## config.mk

```make
export PLATFORM = sky130hd
export DESIGN_NAME = adc_scan_oversample_accumulator
export DESIGN_NICKNAME = d
export VERILOG_FILES = /design/src/rtl/asoa_pkg.sv /design/src/rtl/adc_scan_oversample_accumulator.sv /design/src/rtl/asoa_accum.sv /design/src/rtl/asoa_seq.sv
export SDC_FILE = /design/constraint.sdc
export NUM_CORES = 1
export LEC_CHECK = 0
export BUFFER_PORTS_ARGS = -buffer_cell sky130_fd_sc_hd__buf_2
export CELL_PAD_IN_SITES_DETAIL_PLACEMENT = 0
export CELL_PAD_IN_SITES_GLOBAL_PLACEMENT = 1
export CORE_AREA = 10 10 168 123
export CTS_CLUSTER_DIAMETER = 150
export DETAILED_ROUTE_END_ITERATION = 6
export DIE_AREA = 0 0 178 133
export PLACE_DENSITY_LB_ADDON = 0.1
export SYNTH_ARGS = -nofsm -noshare
export SYNTH_HDL_FRONTEND = slang
export SYNTH_SLANG_ARGS = --single-unit
```

## constraint.sdc

```tcl
create_clock -name clock -period 5.9 [get_ports clock]
set_input_delay 0.59 -clock clock [delete_from_list [all_inputs] [get_ports clock]]
set_output_delay 0.59 -clock clock [all_outputs]
set_load 0.01 [all_outputs]
```

## src/rtl/asoa_pkg.sv

```systemverilog
// Shared constants and types for the ADC scan oversample accumulator.
`timescale 1ns / 1ps
`default_nettype none

package asoa_pkg;

   // Channel count and derived widths
   localparam int CHANNELS     = 8;
   localparam int CH_W         = $clog2(CHANNELS);
   localparam int SAMPLE_W     = 10;
   localparam int SUM_W        = 16;
   localparam int CFG_W        = 7;
   localparam int PASS_W       = 6;
   localparam int MAX_PASSES   = 64;
   localparam int PASSES_RESET = 15;

   // Result kinds
   localparam logic KIND_MUX = 1'b0;
   localparam logic KIND_SUM = 1'b1;

   // Sequencer states, one-hot
   typedef enum logic [3:0] {
      ST_IDLE = 4'b0001,
      ST_ADD  = 4'b0010,
      ST_UPD  = 4'b0100,
      ST_SUM  = 4'b1000
   } asoa_state_type;

   // Control from the sequencer to the accumulator bank
   typedef struct packed {
      logic            add_en;
      logic            clr_en;
      logic [CH_W-1:0] idx;
   } asoa_ctrl_type;

endpackage

`default_nettype wire

```

## src/rtl/adc_scan_oversample_accumulator.sv

```systemverilog
// Flow: an input transfer in the idle state is followed by the add state, then the update state offers
//   the mux-update result. A frame end then issues the 8 channel sums, one channel per cycle while the
//   output is ready, set by the sequencer walking the single accumulator read port.
// The block is ready only in the idle state, so it takes no new sample while one is being added or its
//   results are being issued; output stalls prolong this.
// Reset (synchronous, active high) clears all sums, the pass count, sets scan position 1
//   and the pass register to 15.
`timescale 1ns / 1ps
`default_nettype none

module adc_scan_oversample_accumulator
   import asoa_pkg::*;
(
   input  wire logic                clock,
   input  wire logic                reset,
   input  wire logic                csr_wr_en,
   input  wire logic [CFG_W-1:0]    csr_wr_data,
   input  wire logic                req_valid,
   output logic                     req_ready,
   input  wire logic [SAMPLE_W-1:0] req_sample,
   output logic                     rsp_valid,
   input  wire logic                rsp_ready,
   output logic                     rsp_kind,
   output logic      [CH_W-1:0]     rsp_channel,
   output logic      [CH_W-1:0]     rsp_next_mux,
   output logic      [SUM_W-1:0]    rsp_channel_sum,
   output logic                     rsp_last
);

   asoa_ctrl_type       ctrl;
   logic [SAMPLE_W-1:0] sample;
   logic [SUM_W-1:0]    rd_data;

   // Sequencer
   asoa_seq u_seq (
      .clock           (clock),
      .reset           (reset),
      .csr_wr_en       (csr_wr_en),
      .csr_wr_data     (csr_wr_data),
      .req_valid       (req_valid),
      .req_ready       (req_ready),
      .req_sample      (req_sample),
      .rsp_valid       (rsp_valid),
      .rsp_ready       (rsp_ready),
      .rsp_kind        (rsp_kind),
      .rsp_channel     (rsp_channel),
      .rsp_next_mux    (rsp_next_mux),
      .rsp_channel_sum (rsp_channel_sum),
      .rsp_last        (rsp_last),
      .ctrl            (ctrl),
      .sample          (sample),
      .rd_data         (rd_data)
   );

   // Accumulator bank
   asoa_accum u_accum (
      .clock   (clock),
      .reset   (reset),
      .ctrl    (ctrl),
      .sample  (sample),
      .rd_data (rd_data)
   );

   // Never take an item while a result is pending
   a_no_overlap: assert property (@(posedge clock) disable iff (reset)
      !(req_ready && rsp_valid))
      else $error("input ready while a result is pending");

   // The cycle after an input transfer is the add cycle
   a_add_cycle: assert property (@(posedge clock) disable iff (reset)
      (req_valid && req_ready) |=> (!rsp_valid && !req_ready))
      else $error("add cycle skipped");

   // Mux-update results carry no sum
   a_mux_zero: assert property (@(posedge clock) disable iff (reset)
      (rsp_valid && rsp_kind == KIND_MUX) |-> (rsp_channel_sum == '0))
      else $error("mux update carries a sum");

   // The last sum of a frame belongs to the last channel
   a_sum_last: assert property (@(posedge clock) disable iff (reset)
      (rsp_valid && rsp_kind == KIND_SUM && rsp_last) |->
         (rsp_channel == CH_W'(CHANNELS - 1)))
      else $error("frame closed on wrong channel");

endmodule

`default_nettype wire

```

## src/rtl/asoa_accum.sv

```systemverilog
// Per-channel accumulator bank with one shared adder and a single read port.
`timescale 1ns / 1ps
`default_nettype none

module asoa_accum
   import asoa_pkg::*;
(
   input  wire logic                clock,
   input  wire logic                reset,
   input  wire asoa_ctrl_type       ctrl,
   input  wire logic [SAMPLE_W-1:0] sample,
   output logic      [SUM_W-1:0]    rd_data
);

   logic [SUM_W-1:0] acc_ff [CHANNELS];
   logic [SUM_W-1:0] sum_in;

   // Read the selected channel
   assign rd_data = acc_ff[ctrl.idx];

   // Shared adder, wraps modulo 2^16
   assign sum_in = rd_data + SUM_W'(sample);

   // Accumulate, clear after a sum transfer
   always_ff @(posedge clock) begin
      if (reset) begin
         for (int i = 0; i < CHANNELS; i++) begin
            acc_ff[i] <= '0;
         end
      end else if (ctrl.clr_en) begin
         acc_ff[ctrl.idx] <= '0;
      end else if (ctrl.add_en) begin
         acc_ff[ctrl.idx] <= sum_in;
      end
   end

endmodule

`default_nettype wire

```

## src/rtl/asoa_seq.sv

```systemverilog
// Sequencer: scan position, pass counting, result issue and the pass register.
`timescale 1ns / 1ps
`default_nettype none

module asoa_seq
   import asoa_pkg::*;
(
   input  wire logic                clock,
   input  wire logic                reset,
   input  wire logic                csr_wr_en,
   input  wire logic [CFG_W-1:0]    csr_wr_data,
   input  wire logic                req_valid,
   output logic                     req_ready,
   input  wire logic [SAMPLE_W-1:0] req_sample,
   output logic                     rsp_valid,
   input  wire logic                rsp_ready,
   output logic                     rsp_kind,
   output logic      [CH_W-1:0]     rsp_channel,
   output logic      [CH_W-1:0]     rsp_next_mux,
   output logic      [SUM_W-1:0]    rsp_channel_sum,
   output logic                     rsp_last,
   output asoa_ctrl_type            ctrl,
   output logic      [SAMPLE_W-1:0] sample,
   input  wire logic [SUM_W-1:0]    rd_data
);

   localparam logic [CH_W-1:0] LAST_CH = CH_W'(CHANNELS - 1);

   asoa_state_type      state_ff, state_in;
   logic [CFG_W-1:0]    passes_ff;
   logic [SAMPLE_W-1:0] sample_ff;
   logic [CH_W-1:0]     pos_ff, pos_in;
   logic [PASS_W-1:0]   pass_ff, pass_in;
   logic [CH_W-1:0]     cred_ff, cred_in;
   logic [CH_W-1:0]     mux_ff, mux_in;
   logic                emit_ff, emit_in;
   logic [CH_W-1:0]     idx_ff, idx_in;

   logic [CH_W-1:0]     cred;
   logic [CH_W:0]       pos_inc;
   logic [CH_W-1:0]     next_pos;
   logic [CFG_W-1:0]    limit;
   logic [CFG_W-1:0]    cnt;
   logic                req_xfer;

   assign req_xfer = req_valid && req_ready;
   assign sample   = sample_ff;

   // Credit the channel one behind the scan position
   assign cred     = (pos_ff == '0) ? LAST_CH : pos_ff - CH_W'(1);
   assign pos_inc  = {1'b0, pos_ff} + (CH_W+1)'(1);
   assign next_pos = (pos_inc >= (CH_W+1)'(CHANNELS)) ? '0 : pos_inc[CH_W-1:0];

   // Clamp the pass limit to 1..64
   always_comb begin
      if (passes_ff == '0) begin
         limit = CFG_W'(1);
      end else if (passes_ff > CFG_W'(MAX_PASSES)) begin
         limit = CFG_W'(MAX_PASSES);
      end else begin
         limit = passes_ff;
      end
   end
   assign cnt = {1'b0, pass_ff} + CFG_W'(1);

   // Next-state and datapath control
   always_comb begin
      state_in      = state_ff;
      pos_in        = pos_ff;
      pass_in       = pass_ff;
      cred_in       = cred_ff;
      mux_in        = mux_ff;
      emit_in       = emit_ff;
      idx_in        = idx_ff;
      ctrl.add_en   = 1'b0;
      ctrl.clr_en   = 1'b0;
      ctrl.idx      = idx_ff;
      req_ready     = 1'b0;
      rsp_valid     = 1'b0;
      rsp_kind      = KIND_MUX;
      rsp_channel   = cred_ff;
      rsp_next_mux  = mux_ff;
      rsp_channel_sum = '0;
      rsp_last      = 1'b0;
      case (state_ff)
         ST_IDLE: begin
            req_ready = 1'b1;
            if (req_valid) begin
               state_in = ST_ADD;
            end
         end
         ST_ADD: begin
            ctrl.add_en = 1'b1;
            ctrl.idx    = cred;
            cred_in     = cred;
            mux_in      = next_pos;
            pos_in      = next_pos;
            emit_in     = 1'b0;
            if (pos_ff == '0) begin
               if (cnt >= limit) begin
                  pass_in = '0;
                  emit_in = 1'b1;
               end else begin
                  pass_in = cnt[PASS_W-1:0];
               end
            end
            state_in = ST_UPD;
         end
         ST_UPD: begin
            rsp_valid = 1'b1;
            rsp_last  = !emit_ff;
            if (rsp_ready) begin
               idx_in   = '0;
               state_in = emit_ff ? ST_SUM : ST_IDLE;
            end
         end
         ST_SUM: begin
            rsp_valid       = 1'b1;
            rsp_kind        = KIND_SUM;
            rsp_channel     = idx_ff;
            rsp_channel_sum = rd_data;
            rsp_last        = (idx_ff == LAST_CH);
            if (rsp_ready) begin
               ctrl.clr_en = 1'b1;
               if (idx_ff == LAST_CH) begin
                  state_in = ST_IDLE;
               end else begin
                  idx_in = idx_ff + CH_W'(1);
               end
            end
         end
         default: begin
            state_in = ST_IDLE;
         end
      endcase
   end

   // Control registers
   always_ff @(posedge clock) begin
      if (reset) begin
         state_ff  <= ST_IDLE;
         pos_ff    <= CH_W'(1);
         pass_ff   <= '0;
         passes_ff <= CFG_W'(PASSES_RESET);
         emit_ff   <= 1'b0;
         idx_ff    <= '0;
      end else begin
         state_ff <= state_in;
         pos_ff   <= pos_in;
         pass_ff  <= pass_in;
         emit_ff  <= emit_in;
         idx_ff   <= idx_in;
         if (csr_wr_en) begin
            passes_ff <= csr_wr_data;
         end
      end
   end

   // Payload registers
   always_ff @(posedge clock) begin
      if (req_xfer) begin
         sample_ff <= req_sample;
      end
      cred_ff <= cred_in;
      mux_ff  <= mux_in;
   end

endmodule

`default_nettype wire

```

# After elaboration in Yosys (flattened, before gate mapping)
# Memory sizes are Yosys's and may differ from the RTL's.
# Cells that the tools add are included.
dict set report op_classes {
  addsub 5
  magnitude_cmp 3
  n_eq_ne 10
  n_mux 40
  bitwise_logic 1
  reduce_logical 10
}
# cell count
set ops {}
lappend ops {{2-to-1 mux 16 bit} 3}
lappend ops {{2-to-1 mux 3 bit} 8}
lappend ops {{2-to-1 mux 4 bit} 5}
lappend ops {{2-to-1 mux 1 bit} 18}
lappend ops {{adder 16 x 10 -> 16 bit} 1}
lappend ops {{case mux 4 bit (4 select lines)} 1}
lappend ops {{OR reduction 16 bit} 1}
lappend ops {{2-to-1 mux 7 bit} 2}
lappend ops {{inequality test 2 bit, second input constant} 4}
lappend ops {{AND reduction 4 bit} 2}
lappend ops {{adder 6 x 1 -> 7 bit, second input constant} 1}
lappend ops {{greater-or-equal comparator 7 bit} 1}
lappend ops {{> comparator 7 bit, second input constant} 1}
lappend ops {{zero test 7 bit} 1}
lappend ops {{2-to-1 mux 6 bit} 1}
lappend ops {{case mux 3 bit (2 select lines)} 1}
lappend ops {{adder 3 x 1 -> 4 bit, second input constant} 1}
lappend ops {{== test 4 x 1 -> 1 bit, second input constant} 1}
lappend ops {{== test 4 x 2 -> 1 bit, second input constant} 1}
lappend ops {{== test 4 x 3 -> 1 bit, second input constant} 1}
lappend ops {{== test 4 bit, second input constant} 1}
lappend ops {{greater-or-equal comparator 4 bit, second input constant} 1}
lappend ops {{adder 3 x 1 -> 3 bit, second input constant} 1}
lappend ops {{== test 3 bit, second input constant} 1}
lappend ops {{10 further kinds} 10}
dict set report word_totals {
  reg_bits 40
  ram_bits 128
  input_bits 22
  output_inout_bits 26
  elab_cells 79
  mem_count 1
}
# name words width read_ports rd_clocked_by_memory_dff write_ports line
set memory_table {}
lappend memory_table {u_accum.acc_ff 8 16 1 0 8 asoa_accum.sv:15} ;# logic [SUM_W-1:0] acc_ff [CHANNELS];

# Depth between registers and ports, before layout
dict set report depth {
  word_depth 9
  mapped_depth 25
  depth_no_buf 19
}

# Modules after synthesis
# From an unflattened synthesis, not the netlist that was laid out.
dict set report unflattened {
  hier_cells 712
  area_unflattened_um2 8349.3
}
# mod instances cells_each area_per_inst_um2 seq_area_each_um2
set by_module_without_submodules {}
lappend by_module_without_submodules {asoa_accum 1 496 6251.0 3843.7}
lappend by_module_without_submodules {asoa_seq 1 216 2098.3 960.9}

# Worst setup path before layout
# No wires, ideal clock.
dict set report synth_path {
  path_type {register to register}
  startpoint {reg u_seq.pos_ff[0]}
  endpoint {mem u_accum.acc_ff[0][12], data pin}
  setup_time_ns 0.272
  arrival_time_ns 4.672
  t_required_ns 5.628
  path_slack_ns 0.956
  path_stages_with_launch 24
  path_buffers 6
  period_less_slack_ns 4.944
  cell_sequence {dfxtp_1 inv_1 ha_1 nand2b_1 nand3_4 clkbuf_1 clkbuf_1 and2_1 clkbuf_1 buf_2 clkbuf_1 buf_1 nand2_1 nand3_1 nand4_1 fa_1 nand3b_1 a21oi_1 o21a_1 o21a_1 o41ai_1 nor3_1 xor2_1 nor2_1}
}
# item line
set synth_lines {}
lappend synth_lines {{start, declared} asoa_seq.sv:32} ;# logic [CH_W-1:0] pos_ff, pos_in;
lappend synth_lines {{start signal, assigned} asoa_seq.sv:149} ;# pos_ff <= pos_in;
lappend synth_lines {{end, declared} asoa_accum.sv:15}

==> metrics.txt <==
status=completed; Clock transition at path regs=60 ps; via count=between 6,000 and 7,000; placed wire-length estimate=between 15 and 20 mm; commonest non-fill, non-tap cells in the layout=edfxtp_1 (144), nor2_1 (141), nand2_1 (98); row count=41; leading area contributor after synthesis=edfxtp_1; CTS sink cnt=~170; DR WL met3=1.90 mm; syn avg cell area=approximately 11 um2; IR drop worst, VDD=0.148 mV; I/O pin count=48; gpl congestion=0.824; clk_lat worst skew=about 430 ps; cts hold-fix bufs=0; layout cells sized above 1=14.7%; grt ovf=0; Area growth, synth to finish=13.8%; top cell type's share of synthesized area=about half; met2 wire len=10.9 mm; Syn Inst Count=794; sequential fraction of the synthesis area=57.2%; via/cell ratio=5.79; Layout Cells excl Fill=~1,100; fin util=54.3%; initial antenna violation count=0; TritonCTS clock tree=done; Synth async-reset ratio=0%; ys flop type=edfxtp_1; largest net degree at the start of global routing=41; Syn Nets=842; IO buf count=47; Detailed Route Iter0 Violations=approximately 500; crit path to=u_accum.acc_ff[7][14]; EDFF count, synth=144; fmax=186 MHz; die width=178 um; maximum clock path buffer count=2; final setup skew=11.6 ps; H-tree levels=4; final worst path period need=5370 ps; Synth Cell Area=approximately 8400 um2; Setup violations, final=0; Final nets=roughly 890; number of global-route vias before repair=6,185; gr usage total=a little under 20%; uppermost layer routed=met4; Crit Path Max Fanout=27; Core Box Area=17,600 um2; crit path capture type=flop; first-pass GRT wire length=approximately 36 mm; Pre-Repair DR Iteration Count=5; max cap viols=0; CP startpoint kind=flop; critical setup path kind=flop to flop; YS warnings=0; post-synthesis compound-gate area fraction=a little under a tenth; Synth Area in Adders=roughly 4.0%; Worst EP arrival=5500 ps; RSZ-0062 raised after global routing=false; worst r2r src=u_seq.state_ff[3]; WL per Instance=approximately 21 um; placed cells=1,062; worst hold slack=roughly 340 ps; worst hold path class=input port to flop; xor-xnor portion of the synthesized cell area=roughly 1.4%; worst slew pin tran=1320 ps; die height=133 um; Worst setup startpoint=u_seq.state_ff[3]; simple-gate share of the synthesized area=between 20 and 25%; CTS buffer count=17; largest family of logic cells by synthesized area=simple AND/OR/NAND/NOR gates; post-synthesis register bit count=168; max_slew headroom=11.9%; Antenna diodes=0; final wirelength=approximately 23 mm; Die Area=between 20,000 and 25,000 um2; Leak=3.67 nW; R2R Setup Slk=around 530 ps; final clock period utilization by the worst path=91.1%; Root Driver=clkbuf_16; reg2reg end=u_accum.acc_ff[7][14]; Reg2Reg Depth=18; max-slew violation count=0; commonest non-fill, non-tap cell in the layout=edfxtp_1; Post-CTS Setup Inserts=0; mux share of post-synthesis cell area=2.40%; Final ANT Viol Nets=0; # DRC=0; CP Data Required Time=between 6000 and 7000 ps; post-synthesis cell type count=58; top cells by area, synth=edfxtp_1 (51%), nor2_1 (6.3%), dfxtp_1 (5.7%); initial core utilization=47.7%; WL met1=10.3 mm; final hold vios=0; setup TNS=0 ps; Post-CTS Resized=0; pwr/cell area=290 nW/um2
flip-flops by register name (all words and copies together) (netlist names):
name	flops
u_seq.emit_ff	1
u_accum.acc_ff	128
u_seq.state_ff	4
u_seq.pos_ff	3
u_seq.pass_ff	6
u_seq.cred_ff	3
u_seq.idx_ff	3
u_seq.passes_ff	7
u_seq.sample	10
u_seq.rsp_next_mux	3
cells by family (layout without fill, tap and decap cells):
| family | count (synthesis) | in the layout |
|---|---|---|
| and+or+nand+nor | 389 | 389 |
| DFF | 168 | 168 |
| xor gates and xnor gates | 13 | 13 |
| AOI/OAI and AO/OA | 114 | 114 |
| adders and majority gates | 26 | 26 |
| muxes | 20 | 20 |
| buffers and inverters | 64 | 128 |
where the power goes:
part	leakage [nW]	internal (mW)	total, mW	switching, mW
registers	1.67	1.33	1.35	0.0172
logic	1.71	0.0895	0.260	0.170
clock network	0.288	0.706	1.17	0.460
total	3.67	2.13	2.77	0.648
routing by layer:
layer  up-vias  global-route usage (%)
met5         -                       0
met1      3123                    27.2
li1       2959                       -
met4         0                    5.59
met3        24                    4.41
met2       230                    30.9
synthesized netlist by cell type, types with 3 or more instances:
| master | instances |
|---|---|
| o21ai_0 | 10 |
| dfxtp_1 | 24 |
| xnor2_1 | 4 |
| xor2_1 | 9 |
| nor3_1 | 15 |
| inv_1 | 15 |
| o21a_1 | 4 |
| or4_1 | 6 |
| a21o_1 | 5 |
| nand4_1 | 9 |
| ha_1 | 25 |
| clkbuf_1 | 35 |
| or2_2 | 4 |
| mux2i_1 | 19 |
| or3_1 | 6 |
| a211oi_1 | 28 |
| nor2_1 | 141 |
| nor2b_1 | 6 |
| a32oi_1 | 4 |
| buf_6 | 3 |
| and3_1 | 35 |
| a21oi_1 | 36 |
| nand2b_1 | 11 |
| a32o_1 | 8 |
| nor4b_1 | 3 |
| a211o_1 | 5 |
| edfxtp_1 | 144 |
| nand3b_1 | 3 |
| buf_1 | 5 |
| nand2_1 | 98 |
| nand3_1 | 28 |
| and2_1 | 12 |
cell type report:
type	count	area, um2
Tap cell	236	295
Clock buffer	19	433
Timing Repair Buffer	80	483
Sequential cell	168	4800
Fill cell	1576	8040
Clock inverter	13	178
Multi-Input combinational cell	562	3300
Inverter	16	65.1
worst min-delay path by stage:
stage,from,end,slack (ps),cells past startpoint
finish,req_sample[7],u_seq.sample[7],340,1
floorplan,u_seq.pass_ff[1],u_seq.pass_ff[1],440,2
detailed placement,u_seq.pass_ff[1],u_seq.pass_ff[1],470,2
global placement,u_seq.pass_ff[1],u_seq.pass_ff[1],460,2
global route,req_sample[3],u_seq.sample[3],320,1
CTS,req_sample[2],u_seq.sample[2],320,1
stage by stage:
stage | power, mW | setup slack (ps) | cell area (um2)
floorplan | 1.54 | 956 | 8400
global placement | 1.63 | 694 | 8950
detailed placement | 1.63 | 589 | 8950
CTS | 2.79 | 524 | 9560
global route | 2.88 | 70.6 | 9560
finish | 2.77 | 526 | 9560
critical path, stage by stage, from the launching register on:
cell	delay (ps)
dfxtp_1	360
or4b_1	670
clkinv_4	200
nand3_4	250
and2_2	530
mux2i_1	190
a32o_1	220
a211oi_1	250
ha_1	220
inv_1	60
fa_1	380
nand3b_1	190
a21oi_1	200
o21a_1	180
o21a_1	160
o41ai_1	90
buf_4	160
o21ai_1	560
a21oi_1	180
No activity file was read; power rests on OpenSTA's default activity.
